==> src/hdl/htc_pkg.sv <==
// shared types, constants and helpers of the homogeneous triangle clipper
`timescale 1ns / 1ps
package htc_pkg;

	localparam int CW = 32;
	localparam int DW = CW + 1;
	localparam int FW = CW + 2;
	localparam int WF = 62 - CW;
	localparam int QW = WF + 1;
	localparam int PW = DW + QW;
	localparam int NUM_PLANES = 6;
	localparam int PLW = 3;
	localparam int QDEPTH = 2;

	localparam logic REG_NEAR = 1'b0;
	localparam logic REG_FAR  = 1'b1;

	typedef logic signed [CW-1:0] coord_t;

	typedef struct packed {
		coord_t x;
		coord_t y;
		coord_t z;
		coord_t w;
	} vertex_t;

	typedef struct packed {
		coord_t a_x;
		coord_t a_y;
		coord_t a_z;
		coord_t a_w;
		coord_t b_x;
		coord_t b_y;
		coord_t b_z;
		coord_t b_w;
		coord_t c_x;
		coord_t c_y;
		coord_t c_z;
		coord_t c_w;
	} tri_in_t;

	typedef struct packed {
		coord_t out_x;
		coord_t out_y;
		coord_t out_z;
		coord_t out_w;
		logic   is_last;
		logic   is_empty;
	} vert_out_t;

	typedef struct packed {
		vertex_t a;
		vertex_t b;
		vertex_t c;
		logic    pass;
	} tri_word_t;

	function automatic coord_t vcoord(vertex_t v, logic [1:0] k);
		coord_t r;
		case (k)
			2'd0: r = v.x;
			2'd1: r = v.y;
			2'd2: r = v.z;
			default: r = v.w;
		endcase
		return r;
	endfunction

	function automatic vert_out_t to_out(vertex_t v, logic last);
		vert_out_t o;
		o.out_x = v.x;
		o.out_y = v.y;
		o.out_z = v.z;
		o.out_w = v.w;
		o.is_last = last;
		o.is_empty = 1'b0;
		return o;
	endfunction

endpackage

==> src/hdl/htc_queue.sv <==
// short triangle queue between front and back end
`timescale 1ns / 1ps
module htc_queue (
	input  logic               clk,
	input  logic               arst_n,
	input  logic               push,
	input  htc_pkg::tri_word_t push_word,
	input  logic               pop,
	output htc_pkg::tri_word_t pop_word,
	output logic               full,
	output logic               empty
);

	localparam int AW = (htc_pkg::QDEPTH > 1) ? $clog2(htc_pkg::QDEPTH) : 1;
	localparam int NW = $clog2(htc_pkg::QDEPTH + 1);

	htc_pkg::tri_word_t mem_q [htc_pkg::QDEPTH];
	logic [AW-1:0] wr_q;
	logic [AW-1:0] rd_q;
	logic [NW-1:0] cnt_q;

	assign full = (cnt_q == NW'(htc_pkg::QDEPTH));
	assign empty = (cnt_q == '0);
	assign pop_word = mem_q[rd_q];

	always_ff @(posedge clk) begin
		if (push) mem_q[wr_q] <= push_word;
	end

	always_ff @(posedge clk or negedge arst_n) begin
		if (!arst_n) begin
			wr_q <= '0;
			rd_q <= '0;
			cnt_q <= '0;
		end else begin
			if (push) wr_q <= (wr_q == AW'(htc_pkg::QDEPTH - 1)) ? '0 : wr_q + 1'b1;
			if (pop) rd_q <= (rd_q == AW'(htc_pkg::QDEPTH - 1)) ? '0 : rd_q + 1'b1;
			if (push && !pop) cnt_q <= cnt_q + 1'b1;
			else if (pop && !push) cnt_q <= cnt_q - 1'b1;
		end
	end

endmodule

==> config.mk <==
export PLATFORM = sky130hd
export DESIGN_NAME = htc_queue
export DESIGN_NICKNAME = d
export VERILOG_FILES = /design/src/hdl/htc_pkg.sv /design/src/hdl/htc_queue.sv
export SDC_FILE = /design/constraint.sdc
export NUM_CORES = 1
export LEC_CHECK = 0
export ABC_AREA = 1
export BUFFER_PORTS_ARGS = -buffer_cell sky130_fd_sc_hd__buf_4
export CELL_PAD_IN_SITES_DETAIL_PLACEMENT = 0
export CELL_PAD_IN_SITES_GLOBAL_PLACEMENT = 1
export CORE_MARGIN = 2
export CORE_UTILIZATION = 25
export CTS_BUF_LIST = sky130_fd_sc_hd__clkbuf_16
export DETAILED_ROUTE_END_ITERATION = 6
export PLACE_DENSITY_LB_ADDON = 0.08
export SLEW_MARGIN = 25
export SYNTH_ARGS = -nofsm -noshare
export SYNTH_HDL_FRONTEND = slang
export SYNTH_SLANG_ARGS = --single-unit
==> constraint.sdc <==
create_clock -name clk -period 20.7 [get_ports clk]
set_input_delay 6.21 -clock clk [delete_from_list [all_inputs] [get_ports clk]]
set_output_delay 6.21 -clock clk [all_outputs]
set_load 0.01 [all_outputs]
# After elaboration in Yosys (flattened, before gate mapping)
# Memories as Yosys holds them, arrays and structs flattened.
# Cells that the tools add are included.
# totals
reg_bits	4
ram_bits	770
in_bits	389
out_inout_bits	387
wordCells	21
mem_count	1
# op_classes
n_addsub	4
eq_ne	1
muxes	6
reduce_logical	6
# mem_list
memory	words	word_bits	rd	rd_clocked_by_memory_dff	wr	line	text
mem_q	2	385	1	0	1	htc_queue.sv:17	htc_pkg::tri_word_t mem_q [htc_pkg::QDEPTH];
# ops
op	n
$mux W1	4
$mux W2	2
$add A1 B1 Y1 const B	2
$add A2 B1 Y2 const B	1
$eq A2 B2 Y1 const B	1
$logic_and A1 B1 Y1	2
$logic_not A1 Y1	2
$logic_not A2 Y1	1
$reduce_bool A2 Y1	1
$sub A2 B1 Y2 const B	1

# Logic depth before layout (Yosys ltp)
# Gate-level depths: netlist of the first run.
# logic_depth
ltp_word	4
ltp_mapped	7
ltp_nobuf	7

# Least setup slack after synthesis of the first run
# Ideal clock, no wire load.
# synth_path
path_kind	input to register
from	input push
to	memory mem_q[0][0] in the netlist's numbering, enable pin
setup_time_ps	1152
arrival_time_ps	22325
required_ps	19548
path_slack_ps	-2777
stages	2
path_buffers	0
path_cell_list	inv_1 nor2_1
# synth_between
elab_chain_cells	2
# synth_rtl
element	line	text
from (decl)	htc_queue.sv:6	input logic push,
$mux W1	htc_queue.sv:27	if (push) mem_q[wr_q] <= push_word;
$mux W1 (implied by the code)	htc_queue.sv:27	
to (decl)	htc_queue.sv:17	
# Every way passes these cells.

==> flow_summary.json, run 1 <==
{
  "rows": 123,
  "intPower_mw": 3.78,
  "timing.final.ws_setup_ns": 11.30,
  "yosys.area.top_type": "edfxtp_1",
  "setup_violations": 0,
  "die_w_um": 339,
  "ys_top_cells_by_area": "edfxtp_1 82%, mux2_2 15%, buf_6 1.6%",
  "grt-ovfl-total": 0,
  "port_buffers": 775,
  "critical_path_arrival_ns": 3.19,
  "syn-cell-area_um2": 28100,
  "dp_slack_ns": 11.26,
  "yosys_warnings": 0,
  "critical_path_required_ns": 14.49,
  "min_path_type": "flop to flop",
  "clockPowerShare_pct": 28.9,
  "mostFrequentLayoutCell": "buf_4",
  "grt_use_total_pct": 13.3,
  "slew_headroom_pct": 29.5,
  "fin_crit_ns": 9.40,
  "boundaryPins": 776,
  "finalNonFillerCells": 3647,
  "clock-sinks": 774,
  "worst-path-max-fanout": 65,
  "maxSlewViolCount": 0,
  "tns_ns": 0,
  "worstSetupEndpointType": "output pin",
  "layout_common_cells": "782 x buf_4, 770 x edfxtp_1, 385 x mux2_2",
  "gp_congestion": 0.763,
  "drt_iter0_markers": 473,
  "insertion_delay_ns": 0.65,
  "r2r_end": "mem_q[0][137]",
  "grt_pass1_wl_um": 110000,
  "post-cts-setup-buffer-count": 0,
  "finalCritPeriodShare_pct": 45.4,
  "syn-num-nets": 1613,
  "clock.fmax_mhz": 106,
  "synth.top_cell.area_share_pct": 82.2,
  "vias": 14601,
  "finClkSkew_ns": 0.0116,
  "yosysSeqAreaShare_pct": 82.6,
  "first_pass_iters": 5,
  "area_delta_synth_final_pct": 36.9,
  "drt_wl_total_um": 79600,
  "wl_per_cell_um": 21.8,
  "syn_avg_cell_area_um2": 23.0,
  "fp.coreArea_um2": 112000,
  "r2r_slack_ns": 17.56,
  "startpoint": "rd_q",
  "drc": 0,
  "worst_slew_pin_slew_ns": 1.06,
  "path_clk_slew_ns": 0.06,
  "root_buffer": "clkbuf_16",
  "die_h_um": 339,
  "rsz0062_at_grt": "no",
  "finalHoldViolCount": 0,
  "synth-seq-cells": 774,
  "cts.repair.resized": 0,
  "max-cap-violations": 0,
  "power_density_nw_per_um2": 139,
  "worstReg2RegStart": "wr_q",
  "grt_pass1_vias": 15559,
  "grt_max_degree": 150,
  "cts_tree": "yes",
  "ir_worst_vdd_mv": 0.0801,
  "synth.distinct_cells": 13,
  "dp_cells": 3468,
  "fillCellCount": 10899,
  "pwr-share-seq_pct": 40.4,
  "p_sw_share_pct": 29.2,
  "cts_hold_buf": 0,
  "crit_type": "flop to output pin",
  "cts.htree.levels": 3,
  "final_antenna_net_count": 0,
  "clock_path_buffers": 3,
  "drive_gt1_share_pct": 61.1,
  "initial_core_util_pct": 25.1,
  "combPwrFrac_pct": 30.7,
  "synth_cells": 1223,
  "finish.net_count": 2453,
  "place_hpwl_um": 54400,
  "cts_buffers": 92,
  "worstSetupEndpoint": "pop_word[374]",
  "antenna_found_initial": 16,
  "p_leak_nw": 14.2,
  "die_area_um2": 115000,
  "r2r_cells": 4,
  "switchingPower_mw": 1.56,
  "vias_per_cell": 4.00,
  "outcome": "finished, final reports clean",
  "cp-start-kind": "flop"
}
[final cells by class]
class	count	area (µm²)	area share [%]
diodes	8	20.0	0.0520
clock buffers	95	2380	6.17
clock inverters	75	538	1.40
inverters	7	33.8	0.0877
multi-input cells	399	4420	11.5
flip-flops and latches	774	23200	60.3
well taps	1500	1880	4.87
repair buffers	789	6010	15.6
[critical path, stage by stage (launching register included)]
cell	delay, ns
dfrtp_4	0.98
buf_4	0.87
mux2_2	0.45
buf_4	0.16
[worst min-delay path by stage]
stage,from,end,slack [ns],cells past startpoint
after floorplan,cnt_q[1],cnt_q[1],0.46,2
after global placement,cnt_q[1],cnt_q[1],0.49,2
after detailed placement,cnt_q[1],cnt_q[1],0.49,2
after CTS,cnt_q[1],cnt_q[1],0.51,2
after global routing,cnt_q[1],cnt_q[1],0.54,2
final,cnt_q[1],cnt_q[1],0.50,2
[state kept, by name, summed over array words and instances (netlist names)]
signal and cells:
rd_q 1, mem_q 770, wr_q 1, cnt_q 2
[layer usage]
layer / vias up / global-route usage, % / routed length (µm)
li1: 6602 / - / -
met1: 7354 / 13.1 / 27100
met2: 516 / 24.5 / 42900
met3: 113 / 5.81 / 7580
met4: 16 / 4.89 / 1910
met5: - / 0 / 110
[kinds of logic after synthesis]
logic type,share of synthesized area (%)
xor+xnor,0.0934
fa+ha+maj,0.0445
buf+inv,1.73
flops,82.6
mux,15.4
simple gates,0.147
[per-stage QoR]
stage                     area (µm²)  utilization, %  hold slack (ns)  total power [mW]
final                          38500            34.4            0.501              5.34
after detailed placement       35500            31.7            0.495              3.89
after floorplan                28100               -            0.463              3.18
after global placement         35500            31.7            0.488              3.87
after global routing           38500            34.4            0.538              5.61
after CTS                      38500            34.3            0.508              5.48
[power by group through the flow]
stage,logic [mW],clock network (mW),registers (mW)
floorplan,0.903,0,2.27
global placement,1.69,0,2.19
detailed placement,1.69,0,2.20
CTS,1.70,1.61,2.16
global route,1.75,1.67,2.19
finish,1.64,1.55,2.16
[synth_stat cells]
library cell	count
edfxtp_1	770
nor2_1	3
buf_2	4
ha_1	1
mux2_2	385
dfrtp_1	4
nand2_1	5
inv_1	7
xnor2_1	1
buf_6	39
nand4_1	1
nand3_1	1
xor2_1	2
No activity file was read; power rests on OpenSTA's default activity.
==> run 2: changes to the inputs <==
==> constraint.sdc (replaced) <==
create_clock -name clk -period 9.1 [get_ports clk]
set_input_delay 2.73 -clock clk [delete_from_list [all_inputs] [get_ports clk]]
set_output_delay 2.73 -clock clk [all_outputs]
set_load 0.01 [all_outputs]
==> run 2 against run 1 <==
Compared with the run above:
- combinational power grew 130%
- hold slack gained 0.0076 ns
- count of clock-buffer cells in the layout is the same
- worst setup slack lost 7.7 ns
- non-clock buffer count shrank 1
- sequential share of layout area shrank 0.11 points
- final cell count is essentially flat
- critical path type unchanged
- global-route usage grew 0.72 points
- critical endpoint is now pop_word[272]
- sequential cell count is the same
- largest power group unchanged
==> flow_summary.json, run 2 (synthesis gave the netlist of run 1 again) <==
{
  "min_path_type": "flop to flop",
  "insertion_delay_ns": 0.65,
  "rows": 123,
  "top_regs": "mem_q (770), cnt_q (2)",
  "ir_worst_vdd_mv": 0.218,
  "drive_gt1_share_pct": 61.2,
  "path_clk_slew_ns": 0.05,
  "cts_hold_buf": 0,
  "wl_met1_um": 27500,
  "crit_type": "flop to output pin",
  "place_hpwl_um": 58400,
  "die_h_um": 339,
  "clock-sinks": 774,
  "p_leak_nw": 14.2,
  "cts.htree.levels": 3,
  "grt-ovfl-total": 0,
  "worst_slew_pin_slew_ns": 1.07,
  "drt_wl_total_um": 83100,
  "vias_per_cell": 4.03,
  "cp-start-kind": "flop",
  "boundaryPins": 776,
  "outcome": "finished, final reports clean",
  "power.total_mw": 12.2,
  "wl_met2_um": 44000,
  "dp_cells": 3466,
  "switchingPower_mw": 3.55,
  "worst-path-max-fanout": 155,
  "tns_ns": 0,
  "vias": 14698,
  "gp_congestion": 0.778,
  "finalCritPeriodShare_pct": 60.2,
  "area_delta_synth_final_pct": 37.1,
  "clockPowerShare_pct": 29.2,
  "die_area_um2": 115000,
  "combPwrFrac_pct": 30.5,
  "grt_pass1_wl_um": 115000,
  "finClkSkew_ns": 0.0120,
  "intPower_mw": 8.68,
  "worstSetupEndpointType": "output pin",
  "cts_buffers": 92,
  "final_antenna_net_count": 0,
  "cts_tree": "yes",
  "wl_met3_um": 8210,
  "cp_cell_sequence": "buf_12 > mux2_2 > buf_4",
  "wl_per_cell_um": 22.8,
  "pwr-share-seq_pct": 40.3,
  "holdWs_ns": 0.508,
  "p_sw_share_pct": 29.0,
  "critical_path_required_ns": 6.37,
  "route.top_layer_used": "met5",
  "fp.coreArea_um2": 112000,
  "critPathBufInv": 2,
  "top_register": "mem_q",
  "initial_core_util_pct": 25.1,
  "first_pass_iters": 4,
  "finalHoldViolCount": 0,
  "clock.fmax_mhz": 182,
  "clock_path_buffers": 3,
  "port_buffers": 775,
  "post-cts-setup-buffer-count": 0,
  "maxSlewViolCount": 0,
  "slowest_delay_ns": 0.68,
  "mostFrequentLayoutCell": "buf_4",
  "largest_reg_flops": 770,
  "cts.repair.resized": 0,
  "power_density_nw_per_um2": 317,
  "finalNonFillerCells": 3648,
  "slew_headroom_pct": 28.4,
  "drc": 0,
  "critical_path_arrival_ns": 2.75,
  "antenna_found_initial": 20,
  "r2r_slack_ns": 6.37,
  "finish.net_count": 2452,
  "die_w_um": 339,
  "cp_top_family": "flip-flops",
  "layout_common_cells": "780 x buf_4, 770 x edfxtp_1, 385 x mux2_2",
  "rsz0062_at_grt": "no",
  "grt_use_total_pct": 14.0,
  "grt_pass1_vias": 16050,
  "fin_util_pct": 34.4,
  "grt_max_degree": 156,
  "setup_violations": 0,
  "max-cap-violations": 0,
  "root_buffer": "clkbuf_16",
  "drt_iter0_markers": 652,
  "fin_crit_ns": 5.48,
  "critPathSlowestCell": "dfrtp_4"
}
-- run 2: per-layer routing --
metal / vias to the layer above / global-route usage, %
li1: 6608 / -
met1: 7335 / 13.5
met2: 562 / 25.3
met3: 171 / 6.77
met4: 22 / 6.08
met5: - / 0
-- run 2: worst reg2reg max path, cell delays in order (launching register included) --
cell	delay (ns)
dfrtp_1	0.41
nand2_1	0.11
clkinvlp_4	0.37
buf_4	0.70
buf_12	0.61
-- run 2: final cells by class --
cell class | count | area [µm²]
repair buffers | 788 | 6030
fillers | 10866 | 73500
inverters | 7 | 30.0
clock buffers | 95 | 2380
flip-flops and latches | 774 | 23200
clock inverters | 74 | 579
well taps | 1500 | 1880
diodes | 11 | 27.5
multi-input cells | 399 | 4420
-- run 2: final timing paths --
path / startpoint / endpoint / cells past startpoint
worst min register to register: cnt_q[1] / cnt_q[1] / 2
max in group asynchronous: arst_n / rd_q / 1
worst max-delay path: rd_q / pop_word[272] / 3
worst max register to register: wr_q / mem_q[1][306] / 4
worst min-delay path: cnt_q[1] / cnt_q[1] / 2
min in group asynchronous: arst_n / rd_q / 1
-- run 2: power by group through the flow --
stage	clock [mW]	combinational, mW	sequential, mW
2_1_floorplan	0	2.05	5.06
3_5_place_dp	0	3.76	5.06
3_3_place_gp	0	3.77	5.05
6_report	3.57	3.73	4.93
4_1_cts	3.71	3.78	4.99
5_1_grt	3.84	3.99	4.99
-- run 2: stage by stage --
step,setup WS (ns),instance area [µm²]
after global placement,3.78,35500
after CTS,3.02,38500
final,3.62,38600
after floorplan,0.121,28100
after detailed placement,3.78,35500
after global routing,3.45,38600
