[src/hdl/htc_pkg.sv]
// shared types, constants and helpers of the homogeneous triangle clipper
`timescale 1ns / 1ps
package htc_pkg;

	localparam int CW = 32;
	localparam int DW = CW + 1;
	localparam int FW = CW + 2;
	localparam int WF = 62 - CW;
	localparam int QW = WF + 1;
	localparam int PW = DW + QW;
	localparam int NUM_PLANES = 6;
	localparam int PLW = 3;
	localparam int QDEPTH = 2;

	localparam logic REG_NEAR = 1'b0;
	localparam logic REG_FAR  = 1'b1;

	typedef logic signed [CW-1:0] coord_t;

	typedef struct packed {
		coord_t x;
		coord_t y;
		coord_t z;
		coord_t w;
	} vertex_t;

	typedef struct packed {
		coord_t a_x;
		coord_t a_y;
		coord_t a_z;
		coord_t a_w;
		coord_t b_x;
		coord_t b_y;
		coord_t b_z;
		coord_t b_w;
		coord_t c_x;
		coord_t c_y;
		coord_t c_z;
		coord_t c_w;
	} tri_in_t;

	typedef struct packed {
		coord_t out_x;
		coord_t out_y;
		coord_t out_z;
		coord_t out_w;
		logic   is_last;
		logic   is_empty;
	} vert_out_t;

	typedef struct packed {
		vertex_t a;
		vertex_t b;
		vertex_t c;
		logic    pass;
	} tri_word_t;

	function automatic coord_t vcoord(vertex_t v, logic [1:0] k);
		coord_t r;
		case (k)
			2'd0: r = v.x;
			2'd1: r = v.y;
			2'd2: r = v.z;
			default: r = v.w;
		endcase
		return r;
	endfunction

	function automatic vert_out_t to_out(vertex_t v, logic last);
		vert_out_t o;
		o.out_x = v.x;
		o.out_y = v.y;
		o.out_z = v.z;
		o.out_w = v.w;
		o.is_last = last;
		o.is_empty = 1'b0;
		return o;
	endfunction

endpackage

[src/hdl/htc_front.sv]
// front end: limit registers, view-volume test and hand-off of each triangle
`timescale 1ns / 1ps
module htc_front (
	input  logic               clk,
	input  logic               arst_n,
	input  logic               cfg_we,
	input  logic               cfg_index,
	input  htc_pkg::coord_t    cfg_data,
	input  logic               start,
	input  htc_pkg::tri_in_t   triangle,
	input  logic               q_full,
	output logic               push,
	output htc_pkg::tri_word_t push_word
);

	htc_pkg::coord_t near_q;
	htc_pkg::coord_t far_q;

	function automatic logic vpass(htc_pkg::coord_t x, htc_pkg::coord_t y,
		htc_pkg::coord_t z, htc_pkg::coord_t w, htc_pkg::coord_t nr, htc_pkg::coord_t fr);
		logic signed [htc_pkg::DW-1:0] nw;
		logic ok;
		nw = -htc_pkg::DW'(w);
		ok = (w < nr) && (w > fr);
		if (htc_pkg::DW'(x) > nw || x < w) ok = 1'b0;
		if (htc_pkg::DW'(y) > nw || y < w) ok = 1'b0;
		if (htc_pkg::DW'(z) > nw || z < w) ok = 1'b0;
		return ok;
	endfunction

	always_ff @(posedge clk or negedge arst_n) begin
		if (!arst_n) begin
			near_q <= '0;
			far_q <= {1'b1, {(htc_pkg::CW-1){1'b0}}};
		end else if (cfg_we) begin
			case (cfg_index)
				htc_pkg::REG_NEAR: near_q <= cfg_data;
				htc_pkg::REG_FAR: far_q <= cfg_data;
				default: ;
			endcase
		end
	end

	assign push = start && !q_full;

	always_comb begin
		push_word.a = '{triangle.a_x, triangle.a_y, triangle.a_z, triangle.a_w};
		push_word.b = '{triangle.b_x, triangle.b_y, triangle.b_z, triangle.b_w};
		push_word.c = '{triangle.c_x, triangle.c_y, triangle.c_z, triangle.c_w};
		push_word.pass =
			vpass(triangle.a_x, triangle.a_y, triangle.a_z, triangle.a_w, near_q, far_q) &&
			vpass(triangle.b_x, triangle.b_y, triangle.b_z, triangle.b_w, near_q, far_q) &&
			vpass(triangle.c_x, triangle.c_y, triangle.c_z, triangle.c_w, near_q, far_q);
	end

endmodule

[config.mk]
export PLATFORM = sky130hd
export DESIGN_NAME = htc_front
export DESIGN_NICKNAME = d
export VERILOG_FILES = /design/src/hdl/htc_pkg.sv /design/src/hdl/htc_front.sv
export SDC_FILE = /design/constraint.sdc
export NUM_CORES = 1
export LEC_CHECK = 0
export BUFFER_PORTS_ARGS = -buffer_cell sky130_fd_sc_hd__buf_2
export CAP_MARGIN = 20
export CORE_AREA = 2 2 310 312
export DETAILED_ROUTE_END_ITERATION = 12
export DIE_AREA = 0 0 312 314
export SYNTH_ARGS = -nofsm -noshare
export SYNTH_HDL_FRONTEND = slang
export SYNTH_SLANG_ARGS = --single-unit
[constraint.sdc]
create_clock -name clk -period 9 [get_ports clk]
set_clock_uncertainty 0.15 [all_clocks]
set_input_delay 0.45 -clock clk [delete_from_list [all_inputs] [get_ports clk]]
set_output_delay 0.45 -clock clk [all_outputs]
set_load 0.1 [all_outputs]
Word-level counts from Yosys, hierarchy flattened. Cells that the tools add are included.

Input port bits: 422. Output and inout bits: 386. Bits in registers: 64.

Order comparisons: 24. Mux-type cells: 9. $add $sub $neg: 3. Bitwise logic cells: 1. Reduce and logical (&&, ||, !) cells: 18.

Operator list (number): less-than comparator 32 bit (12); > comparator 32 x 33 -> 1 bit (9); negation 32 -> 33 bit (3); > comparator 32 bit (3); logical OR 1 bit (9); 2-to-1 mux 1 bit (9); logical AND 1 bit (6); AND reduction 2 bit (2); zero test 1 bit (1); inverter 1 bit (1).

Depth between registers and ports, before layout. Gate-level depths: netlist of run 1.

Depth after elaboration: 8. Gate-level depth with buffers: 22.

Worst setup path before layout of run 1. No wires, ideal clock.

Path type: in2out. Start point: input port triangle[1] (netlist name). End point: output port push_word[0] (netlist name). Path buffers: 0. Arrival time: 6.540 ns. Slack: 1.860 ns. Required time: 8.400 ns. Stages: 20. Path through: nor3_1 nand2_1 or4_1 nor4_1 nand3_1 nor4_1 nand2_1 nor4_1 xnor2_1 ha_1 o21ai_0 o21bai_1 a211oi_1 o211ai_1 o21ba_2 a21oi_1 or4_1 nor4_1 nand4_1 nor4_2.

RTL lines: from (decl) (line htc_front.sv:10) `input htc_pkg::tri_in_t triangle,`; to (decl) (line htc_front.sv:13) `output htc_pkg::tri_word_t push_word`.

==> metrics, run 1 <==
status completed; data required time of the critical path 8.40 ns; Internal 1.107 mW; max-capacitance violation count 0; Setup Viol. Count Final 0; fraction of synthesis flops using an asynchronous set or reset pin 100.0%; Design Area, Final 26850 µm²; transition time at the pin with the least slew margin 1.016 ns; Die ar. 97970 µm²; post_cts resized 0; cell area after placement 26550 µm²; Slowest-stage cell, CP sky130_fd_sc_hd__nor4_1; Root Buffer sky130_fd_sc_hd__clkbuf_16; commonest non-fill, non-tap cell in the layout sky130_fd_sc_hd__buf_2; fill count 10.31k; fin crit share 91.54%; Final Net Count 4525; IO Pins 808; H-Tree Level Count 3; achievable frequency 0.1214 GHz; crit path capture type output pin; share of total power in the clock network 11.6%; Cell Pwr Density 105.6 nW/µm²; total number of clock tree sinks 64; crit path kind in2out; max-slew violation count 0; total standard cell area after synthesis 23820 µm²; horizontal extent of the die 312 µm; combinational fraction of design power 76.2%; Clk pin slew, worst setup/hold paths 0.05 ns; part of the Yosys area used for sequential elements 6.729%; Max clock buf depth 2; critical path data arrival time 7.64 ns; global-route wire length before repair 156800 µm; filler-free cell count of the finished design 4624; Post-route DRC 0; pin count of the biggest net entering global routing 65; RSZ-0062 raised after global routing false; CP Launch Type input pin; P_sw 1.728 mW; number of flip-flops and latches in the synthesized netlist 64; worst hold-check path type in2async; number of nets produced by synthesis 4098; area growth from synthesis to layout 12.71%; clock latency on the worst-skew pair 0.34 ns; number of distinct standard cells referenced by the synthesized netlist 73; row count 113; die height 314 µm; headroom to the max-slew limit 31.62%; GPL Wtd Cong 0.9262; synthesized instance count 2920; initial standard-cell utilization of the core 25.22%; number of CTS-inserted buffers 9; worst-path fanout max 5; residual antenna-violating net count after detailed routing 0; via density per instance 5.099; number of warning messages in the yosys log 0; number of synthesized flops with an enable pin 0; DR pass1 iterations 5; min Tclk post-route 8.239 ns; switching power share of the total 60.95%; number of global-route vias before repair 21.91k; worst vdd rail ir drop 0.08613 mV; Buffers on Ports 807; All-Layer GR Usage 22.10%; TritonCTS clock tree built; Routed WL per cell 24.58 µm; largest stage delay on the critical path 0.80 ns; antenna violations before repair 35; total core area 94450 µm²; Leak 13.77 nW; post-CTS setup-driven buffer insertion count 0; DR vias 23.58k; Post-synth top flop sky130_fd_sc_hd__dfrtp_1; cell chain of the critical path buf_2 > nor3_1 > nand2_1 > or4_1 > nor4_1 > nand3_1 > nor4_1 > nand2_1 > nor3_1 > xnor2_1 > ha_1 > and4_1 > nand4_1 > or3_1 > or3_1 > o41ai_1 > a31oi_1 > a311oi_1 > nand4_1 > nor4_2 > buf_2; drt total wl 113700 µm; fraction of layout instances using a drive strength above 1 26.32%; Seq pwr share 12.2%; Avg Cell Area, Syn 8.157 µm²; total placed cells including tap cells 4601; total congestion overflow 0; Post-Route Setup TNS 0 ns; most used cells in the layout excluding fill and tap cells sky130_fd_sc_hd__buf_2 (808), sky130_fd_sc_hd__ha_1 (756), sky130_fd_sc_hd__a21oi_1 (221); Final Hold Violating Endpoints 0; sum of net half-perimeters after detailed placement 101600 µm; hold_buf cts 0; drt first-iter violations 1928
-- cells in the mapped netlist (all sizes together) (37+ instances only) --
cell type | number | area [µm²]
nand2 | 174 | 653.1
nor3 | 51 | 266.5
o21ai | 169 | 845.8
ha | 756 | 9459
nor4 | 44 | 300.3
a211oi | 52 | 390.4
buf | 389 | 2904
nand4 | 113 | 721.9
dfrtp | 63 | 1577
nand3 | 85 | 425.4
a21oi | 221 | 1106
a21o | 78 | 585.6
nor2 | 121 | 454.2
nor2b | 37 | 231.5
xnor2 | 89 | 805.8
inv | 193 | 724.4
-- routing by layer --
metal	share of wire, %	wire [µm]	track usage [%]	vias up
met2	45	50870	35.80	962
met1	45	51120	29.70	11032
li1	-	-	-	11411
met4	2.9	3322	5.627	26
met5	0.14	162	0	-
met3	7.2	8179	4.710	147
-- kinds of logic after synthesis --
kind of cell / count (synthesis) / share of synthesized area, %
AO/OA/AOI/OAI: 662 / 17.10
AND/OR/NAND/NOR: 712 / 15.56
buffers and inverters: 589 / 15.34
multiplexers: 35 / 1.649
flip-flops: 64 / 6.729
adder cells (fa/ha/maj): 762 / 39.97
XOR/XNOR: 96 / 3.640
-- state kept, by name, indices dropped and copies added, names as in the netlist --
| register | count |
|---|---|
| near_q | 32 |
| far_q | 32 |
-- metrics by stage --
step	utilization, %	hold WS [ns]	power (mW)	setup slack, ns
4_1_cts	28.40	0.1632	2.835	0.7764
3_3_place_gp	28.11	0.3358	2.468	0.8880
3_5_place_dp	28.12	0.3430	2.492	0.8287
6_report	28.43	0.1566	2.836	0.7612
2_1_floorplan	-	0.004409	1.939	1.860
5_1_grt	28.41	0.1778	3.038	0.2921
-- worst max-delay path, delay by kind of cell --
family | cells | cell delay (ns)
buffers and inverters | 2 | 0.66
AND/OR/NAND/NOR | 14 | 5.12
AO/OA/AOI/OAI | 3 | 0.93
XOR/XNOR | 1 | 0.15
adder cells (fa/ha/maj) | 1 | 0.31
-- power groups by stage --
| stage | combinational [mW] | clock, mW | sequential (mW) |
|---|---|---|---|
| 5_1_grt | 2.34 | 0.351 | 0.349 |
| 3_3_place_gp | 2.12 | 0 | 0.349 |
| 6_report | 2.16 | 0.329 | 0.345 |
| 4_1_cts | 2.15 | 0.337 | 0.345 |
| 2_1_floorplan | 1.59 | 0 | 0.344 |
| 3_5_place_dp | 2.14 | 0 | 0.350 |
-- final cells by class --
cell class                 instances  area (µm²)  area share (%)
multi-input combinational       2267       18570           69.17
timing repair buffer             812        4074           15.17
sequential                        64        1603           5.970
tap                             1265        1583           5.896
inverter                         193       724.4           2.698
clock buffer                      11       252.7          0.9414
clock inverter                     4       20.02         0.07457
antenna                            8       20.02         0.07457
-- path summary, 6_finish.rpt --
kind / startpoint / to / slack [ns] / cells after the start
worst max register to register: far_q[0]$_DFFE_PN0P_ / far_q[0]$_DFFE_PN0P_ / 7.96 / 1
worst min-delay path: arst_n / far_q[25]$_DFFE_PN0P_ / 0.16 / 2
min in group clk: cfg_data[4] / near_q[4]$_DFFE_PN0P_ / 0.17 / 3
worst min register to register: far_q[6]$_DFFE_PN0P_ / far_q[6]$_DFFE_PN0P_ / 0.35 / 1
worst max-delay path: triangle[1] / push_word[0] / 0.76 / 21
max in group asynchronous: arst_n / far_q[11]$_DFFE_PN0P_ / 7.91 / 2
Power figures use the tool's default switching activity.
==> inputs of run 2 (changes only) <==
Settings changed: ABC_AREA set to 1.
Clock period 9 ns to 9.7 ns, I/O delays scaled along.
==> run 2 against run 1 <==
  * Critical path depth grew 7
  * Non-clock buffer count is the same
  * Global-route usage shrank 0.31 points
  * First-iteration DRC count shrank 26%
  * Setup slack gained 2.2 ns
  * Cell count grew 16%
  * Final area grew 5.5%
  * Sequential power shrank 7.5%
==> metrics, run 2 <==
status completed; DR pass1 iterations 5 (unchanged); DR vias 25.96k (+10%); fin crit share 69.85%; worst vdd rail ir drop 0.07644 mV (-11%); count leader, synth sky130_fd_sc_hd__nand2_1; most used cells in the layout excluding fill and tap cells sky130_fd_sc_hd__buf_2 (807), sky130_fd_sc_hd__nand2_1 (765), sky130_fd_sc_hd__ha_1 (756); fraction of synthesis flops using an asynchronous set or reset pin 100.0% (unchanged); RSZ-0062 raised after global routing false; number of warning messages in the yosys log 0 (unchanged); max-capacitance violation count 0 (unchanged); post-CTS setup-driven buffer insertion count 0 (unchanged); Root Buffer sky130_fd_sc_hd__clkbuf_16; drt first-iter violations 1427 (-26%); cell accounting for the most synthesized area sky130_fd_sc_hd__ha_1; number of CTS-inserted buffers 9 (unchanged); Die ar. 97970 µm² (unchanged); sum of net half-perimeters after detailed placement 99600 µm (-1.9%); worst-path fanout max 6 (+1); crit path capture type output pin; Post-synth top flop sky130_fd_sc_hd__dfrtp_1; R2R Setup Slk 8.74 ns (+0.78 ns); Setup Viol. Count Final 0 (unchanged); total standard cell area after synthesis 25270 µm² (+6.1%); min Tclk post-route 6.775 ns; clock latency on the worst-skew pair 0.34 ns (about the same); part of the Yosys area used for sequential elements 6.342% (-0.39 points); Slowest-stage cell, CP sky130_fd_sc_hd__o41ai_1; horizontal extent of the die 312 µm (unchanged); TritonCTS clock tree built; All-Layer GR Usage 21.79% (-0.31 points); Max clock buf depth 2 (unchanged); Design Area, Final 28330 µm² (+5.5%); Seq pwr share 11.9% (-0.3 points); Cell Pwr Density 94.83 nW/µm² (-10%); data required time of the critical path 9.07 ns (+0.67 ns); Post-route DRC 0 (unchanged); Leak 15.92 nW (+16%); worst hold-check path type in2async; total congestion overflow 0 (unchanged); pin count of the biggest net entering global routing 65 (unchanged); Clk pin slew, worst setup/hold paths 0.06 ns (about the same); commonest non-fill, non-tap cell in the layout sky130_fd_sc_hd__buf_2; residual antenna-violating net count after detailed routing 0 (unchanged); total number of clock tree sinks 64 (unchanged); Internal 1.029 mW (-7.1%); number of distinct standard cells referenced by the synthesized netlist 50 (-32%); fill count 10.56k (+2.4%); Final Hold Violating Endpoints 0 (unchanged); total core area 94450 µm² (unchanged); IO Pins 808 (unchanged); H-Tree Level Count 3 (unchanged); initial standard-cell utilization of the core 26.76% (+1.5 points); area growth from synthesis to layout 12.09%; cell area after placement 28010 µm² (+5.5%); via density per instance 4.852 (-4.8%); combinational fraction of design power 75.6% (-0.6 points); number of flip-flops and latches in the synthesized netlist 64 (unchanged); most used standard cells in the synthesized netlist sky130_fd_sc_hd__nand2_1 (767), sky130_fd_sc_hd__ha_1 (756), sky130_fd_sc_hd__inv_1 (399), sky130_fd_sc_hd__buf_4 (384), sky130_fd_sc_hd__a21oi_1 (354); Post-Route Setup TNS 0 ns (unchanged); synthesized instance count 3646 (+25%); Largest regs far_q: 32 flops, near_q: 32 flops; crit path kind in2out; number of synthesized flops with an enable pin 0 (unchanged); combined area of the multi-input logic cells 19220 µm² (+3.5%); number of nets produced by synthesis 4824 (+18%); Routed WL per cell 20.93 µm (-15%); Storage cell area 1603 µm² (unchanged); achievable frequency 0.1476 GHz; GPL Wtd Cong 0.9470 (+2.2%); Final Net Count 5251 (+16%); CP Launch Type input pin; transition time at the pin with the least slew margin 1.008 ns (-0.008274 ns); switching power share of the total 61.69% (+0.74 points); critical path data arrival time 6.14 ns (-1.50 ns); max-slew violation count 0 (unchanged); post_cts resized 0 (unchanged); drt total wl 112000 µm (-1.4%); global-route wire length before repair 158200 µm (+0.90%); antenna violations before repair 21 (-40%); row count 113 (unchanged); top-area cell type share of the netlist area 37.43% (-2.3 points); largest stage delay on the critical path 0.83 ns (+0.03 ns); Buffers on Ports 807 (unchanged); die height 314 µm (unchanged); main area contributors after synthesis sky130_fd_sc_hd__ha_1 (37%), sky130_fd_sc_hd__buf_4 (11%), sky130_fd_sc_hd__nand2_1 (11%), sky130_fd_sc_hd__a21oi_1 (7.0%), sky130_fd_sc_hd__dfrtp_1 (6.2%); Avg Cell Area, Syn 6.932 µm² (-15%); hold_buf cts 0 (unchanged); number of global-route vias before repair 24.46k (+12%); headroom to the max-slew limit 31.92% (+0.30 points); share of total power in the clock network 12.5% (+0.9 points); P_sw 1.657 mW (-4.1%); fraction of layout instances using a drive strength above 1 21.41% (-4.9 points)
==> run 2: layout make-up <==
type	count	share of cell area, %
well taps	1265	5.587
clock inverters	5	0.1987
diodes	8	0.07067
multi-input cells	2779	67.85
inverters	407	5.393
clock buffers	11	0.8568
flip-flops and latches	64	5.658
repair buffers	812	14.39
==> run 2: kinds of logic (layout without fill, tap and decap cells) <==
logic type	after synthesis	in the layout	share of synthesized area, %
flops	64	64	6.342
simple gates	1326	1326	22.62
fa+ha+maj	756	756	37.43
buf+inv	803	1235	17.63
compound gates	629	629	13.62
other cells	0	8	0
xor+xnor	68	68	2.356
==> run 2: per-stage QoR <==
step	util, %	cells	power [mW]	hold WS (ns)	setup slack (ns)
floorplan	-	3646	1.846	0.03941	4.103
global route	29.98	5346	2.908	0.2808	2.340
global placement	29.66	5327	2.321	0.3166	2.907
CTS	29.97	5343	2.695	0.2289	2.827
finish	30.00	5351	2.686	0.1798	2.925
detailed placement	29.66	5327	2.348	0.3231	2.846
==> run 2: power by group through the flow <==
stage / combinational [mW] / sequential (mW) / clock (mW)
after floorplan: 1.53 / 0.318 / 0
after global placement: 2.00 / 0.322 / 0
after detailed placement: 2.02 / 0.324 / 0
after CTS: 2.03 / 0.319 / 0.343
after global routing: 2.23 / 0.323 / 0.354
final: 2.03 / 0.319 / 0.336
==> run 2: metal layers <==
layer  track usage (%)  routed length [µm]  share of wire [%]
met5                 0                  41              0.037
met3             1.726                5094                4.5
met4             7.660                4158                3.7
met1             27.46               48860                 44
met2             38.86               53870                 48
==> run 2: final timing paths <==
| check | end | startpoint | cells past startpoint |
|---|---|---|---|
| setup / recovery | push_word[0] | triangle[0] | 28 |
| hold / removal | near_q[3]$_DFFE_PN0P_ | arst_n | 2 |
| setup reg to reg | far_q[0]$_DFFE_PN0P_ | far_q[0]$_DFFE_PN0P_ | 2 |
| hold reg to reg | near_q[29]$_DFFE_PN0P_ | near_q[29]$_DFFE_PN0P_ | 2 |
| max in group asynchronous | near_q[27]$_DFFE_PN0P_ | arst_n | 2 |
| min in group clk | far_q[31]$_DFFE_PN1P_ | cfg_data[31] | 3 |
==> run 2: critical path, delay by kind of cell <==
family / cells / cell delay [ns]
AOI/OAI and AO/OA: 3 / 1.10
and+or+nand+nor: 20 / 3.12
buffers and inverters: 3 / 0.79
adders and majority gates: 2 / 0.61
==> inputs of run 3 (changes only) <==
Settings changed: ABC_AREA 1 to 0, CORE_AREA 2 2 310 312 to 2 2 312 314, DIE_AREA 0 0 312 314 to 0 0 314 316.
Clock period 9.7 ns to 6 ns, I/O delays scaled along.
==> run 3 against run 2 <==
  * The flow now finishes with violations (hold timing)
  * Hold slack worse by 0.22 ns
  * Global-route usage grew 1.1 points
  * Clock power increased by 65%
  * Cell count shrank 11%
  * Critical path depth shrank 8
  * Largest power group unchanged
  * Sequential cell count unchanged
  * First-iteration DRC count up 29%
  * Die area rose by 1.3%
  * Core utilization decreased by 0.68 points
  * Critical endpoint unchanged
==> metrics, run 3 (synthesis gave the netlist of run 1 again) <==
status finished with violations; violated checks hold timing; filler-free cell count of the finished design 4759 (-11%); Clk pin slew, worst setup/hold paths 0.06 ns (about the same); most used cells in the layout excluding fill and tap cells sky130_fd_sc_hd__buf_2 (803), sky130_fd_sc_hd__ha_1 (755), sky130_fd_sc_hd__a21oi_1 (220); pin count of the biggest net entering global routing 65 (unchanged); Post-route DRC 0 (unchanged); Setup Viol. Count Final 0 (unchanged); worst-path fanout max 5 (-1); horizontal extent of the die 314 µm (+0.64%); row count 114 (+0.88%); global-route wire length before repair 162300 µm (+2.6%); worst hold-check path type in2async; number of CTS-inserted buffers 9 (unchanged); total congestion overflow 0 (unchanged); achievable frequency 0.1698 GHz; TritonCTS clock tree built; critical path data arrival time 5.44 ns (-0.70 ns); Placement Setup Slack -0.2594 ns (-3.105 ns); max-capacitance violation count 0 (unchanged); area growth from synthesis to layout 18.16%; Worst Setup Slack, final 0.1100 ns (-2.815 ns); share of the core filled with cells in the final layout 29.32% (-0.68 points); number of global-route vias before repair 22.10k (-9.7%); Routed WL per cell 25.01 µm (+19%); Final Hold Violating Endpoints 13 (+13); commonest non-fill, non-tap cell in the layout sky130_fd_sc_hd__buf_2; Cell Pwr Density 156.4 nW/µm² (+65%); CP Launch Type input pin; Die ar. 99220 µm² (+1.3%); drt first-iter violations 1836 (+29%); share of total power in the clock network 12.6% (about the same); hold_buf cts 0 (unchanged); fraction of layout instances using a drive strength above 1 29.82% (+8.4 points); via density per instance 5.095 (+5.0%); worst hold margin -0.03561 ns (-0.2154 ns); Leak 14.47 nW (-9.1%); antenna violations before repair 43 (+100%); total number of clock tree sinks 64 (unchanged); Root Buffer sky130_fd_sc_hd__clkbuf_16; All-Layer GR Usage 22.87% (+1.1 points); Internal 1.758 mW (+71%); cell area after placement 27480 µm² (-1.9%); drt total wl 119000 µm (+6.2%); residual antenna-violating net count after detailed routing 0 (unchanged); fin crit share 98.17%; die height 316 µm (+0.64%); Largest regs far_q: 32 flops, near_q: 32 flops; transition time at the pin with the least slew margin 1.075 ns (+0.06745 ns); Design Area, Final 28140 µm² (-0.65%); GPL Wtd Cong 0.9540 (+0.74%); H-Tree Level Count 3 (unchanged); max-slew violation count 0 (unchanged); total placed cells including tap cells 4727 (-11%); sum of net half-perimeters after detailed placement 106500 µm (+7.0%); DR vias 24.25k (-6.6%); IO Pins 808 (unchanged); worst vdd rail ir drop 0.1225 mV (+60%); min Tclk post-route 5.890 ns; crit path capture type output pin; Max clock buf depth 2 (unchanged); initial standard-cell utilization of the core 24.81% (-1.9 points); Final Net Count 4647 (-12%); DR pass1 iterations 6 (+1); Seq pwr share 11.8% (about the same); Buffers on Ports 807 (unchanged); switching power share of the total 60.06% (-1.6 points); headroom to the max-slew limit 27.29% (-4.6 points); clock latency on the worst-skew pair 0.34 ns (about the same); crit path kind in2out; total core area 95990 µm² (+1.6%); RSZ-0062 raised after global routing true; P_sw 2.644 mW (+60%); combinational fraction of design power 75.6% (about the same); data required time of the critical path 5.55 ns (-3.52 ns)
-- run 3: worst paths after layout --
| kind | startpoint | to | slack, ns | cells past startpoint |
|---|---|---|---|---|
| max | triangle[27] | push_word[0] | 0.11 | 20 |
| min in group clk | cfg_data[25] | near_q[25]$_DFFE_PN0P_ | 0.02 | 3 |
| max reg2reg | far_q[0]$_DFFE_PN0P_ | far_q[0]$_DFFE_PN0P_ | 4.96 | 1 |
| min | arst_n | near_q[25]$_DFFE_PN0P_ | -0.04 | 2 |
| min reg2reg | far_q[13]$_DFFE_PN0P_ | far_q[13]$_DFFE_PN0P_ | 0.35 | 1 |
| max in group asynchronous | arst_n | far_q[3]$_DFFE_PN0P_ | 5.09 | 2 |
-- run 3: through the flow --
stage	hold WS (ns)	total power, mW	TNS, ns
2_1_floorplan	-0.1456	2.909	0
3_3_place_gp	0.3362	3.767	-0.1315
3_5_place_dp	0.3430	3.806	-0.2594
4_1_cts	0.009576	4.383	0
5_1_grt	0.02259	4.710	-0.1009
6_report	-0.03561	4.403	0
-- run 3: layout make-up --
type / instances / area, µm²
Sequential cell: 64 / 1603
Antenna cell: 9 / 22.52
Clock inverter: 4 / 52.55
Multi-Input combinational cell: 2267 / 18840
Tap cell: 1276 / 1597
Fill cell: 10340 / 67850
Timing Repair Buffer: 934 / 5050
Inverter: 193 / 726.9
Clock buffer: 12 / 256.5
-- run 3: timing repair --
action,CTS,global route
pin swaps,7,22
hold endpoints to repair,0,0
setup buffers,1,6
gates resized for setup,17,37
setup endpoints to repair,1,1
gates cloned,0,0
-- run 3: power groups by stage --
stage,Sequential (mW),Clock [mW],Combinational (mW)
after floorplan,0.516,0,2.39
after global placement,0.523,0,3.24
after detailed placement,0.525,0,3.28
after CTS,0.518,0.564,3.30
after global routing,0.526,0.587,3.60
final,0.518,0.555,3.33
-- run 3: metal layers --
layer  GRT usage (%)  share of wire, %  vias up
met5               0              0.18        -
met4           5.535               2.7       30
met3           4.277               7.0      156
met2           36.49                44     1019
met1           31.64                46    11402
li1                -                 -    11641
-- run 3: worst max-delay path, stage by stage --
cell and delay, ns:
sky130_fd_sc_hd__buf_2 0.17, sky130_fd_sc_hd__inv_1 0.32, sky130_fd_sc_hd__nand4_1 0.37, sky130_fd_sc_hd__nor4_1 0.84, sky130_fd_sc_hd__nand3_2 0.20, sky130_fd_sc_hd__xnor2_2 0.20, sky130_fd_sc_hd__buf_4 0.15, sky130_fd_sc_hd__ha_1 0.28
sky130_fd_sc_hd__nand4_1 0.09, sky130_fd_sc_hd__or2_2 0.33, sky130_fd_sc_hd__nor3_1 0.19, sky130_fd_sc_hd__nand2_1 0.12, sky130_fd_sc_hd__o22ai_2 0.17, sky130_fd_sc_hd__a21oi_2 0.09, sky130_fd_sc_hd__or4_1 0.51, sky130_fd_sc_hd__nor4_2 0.26
sky130_fd_sc_hd__nand4_1 0.18, sky130_fd_sc_hd__nor4_4 0.34, sky130_fd_sc_hd__buf_12 0.16, sky130_fd_sc_hd__buf_12 0.17
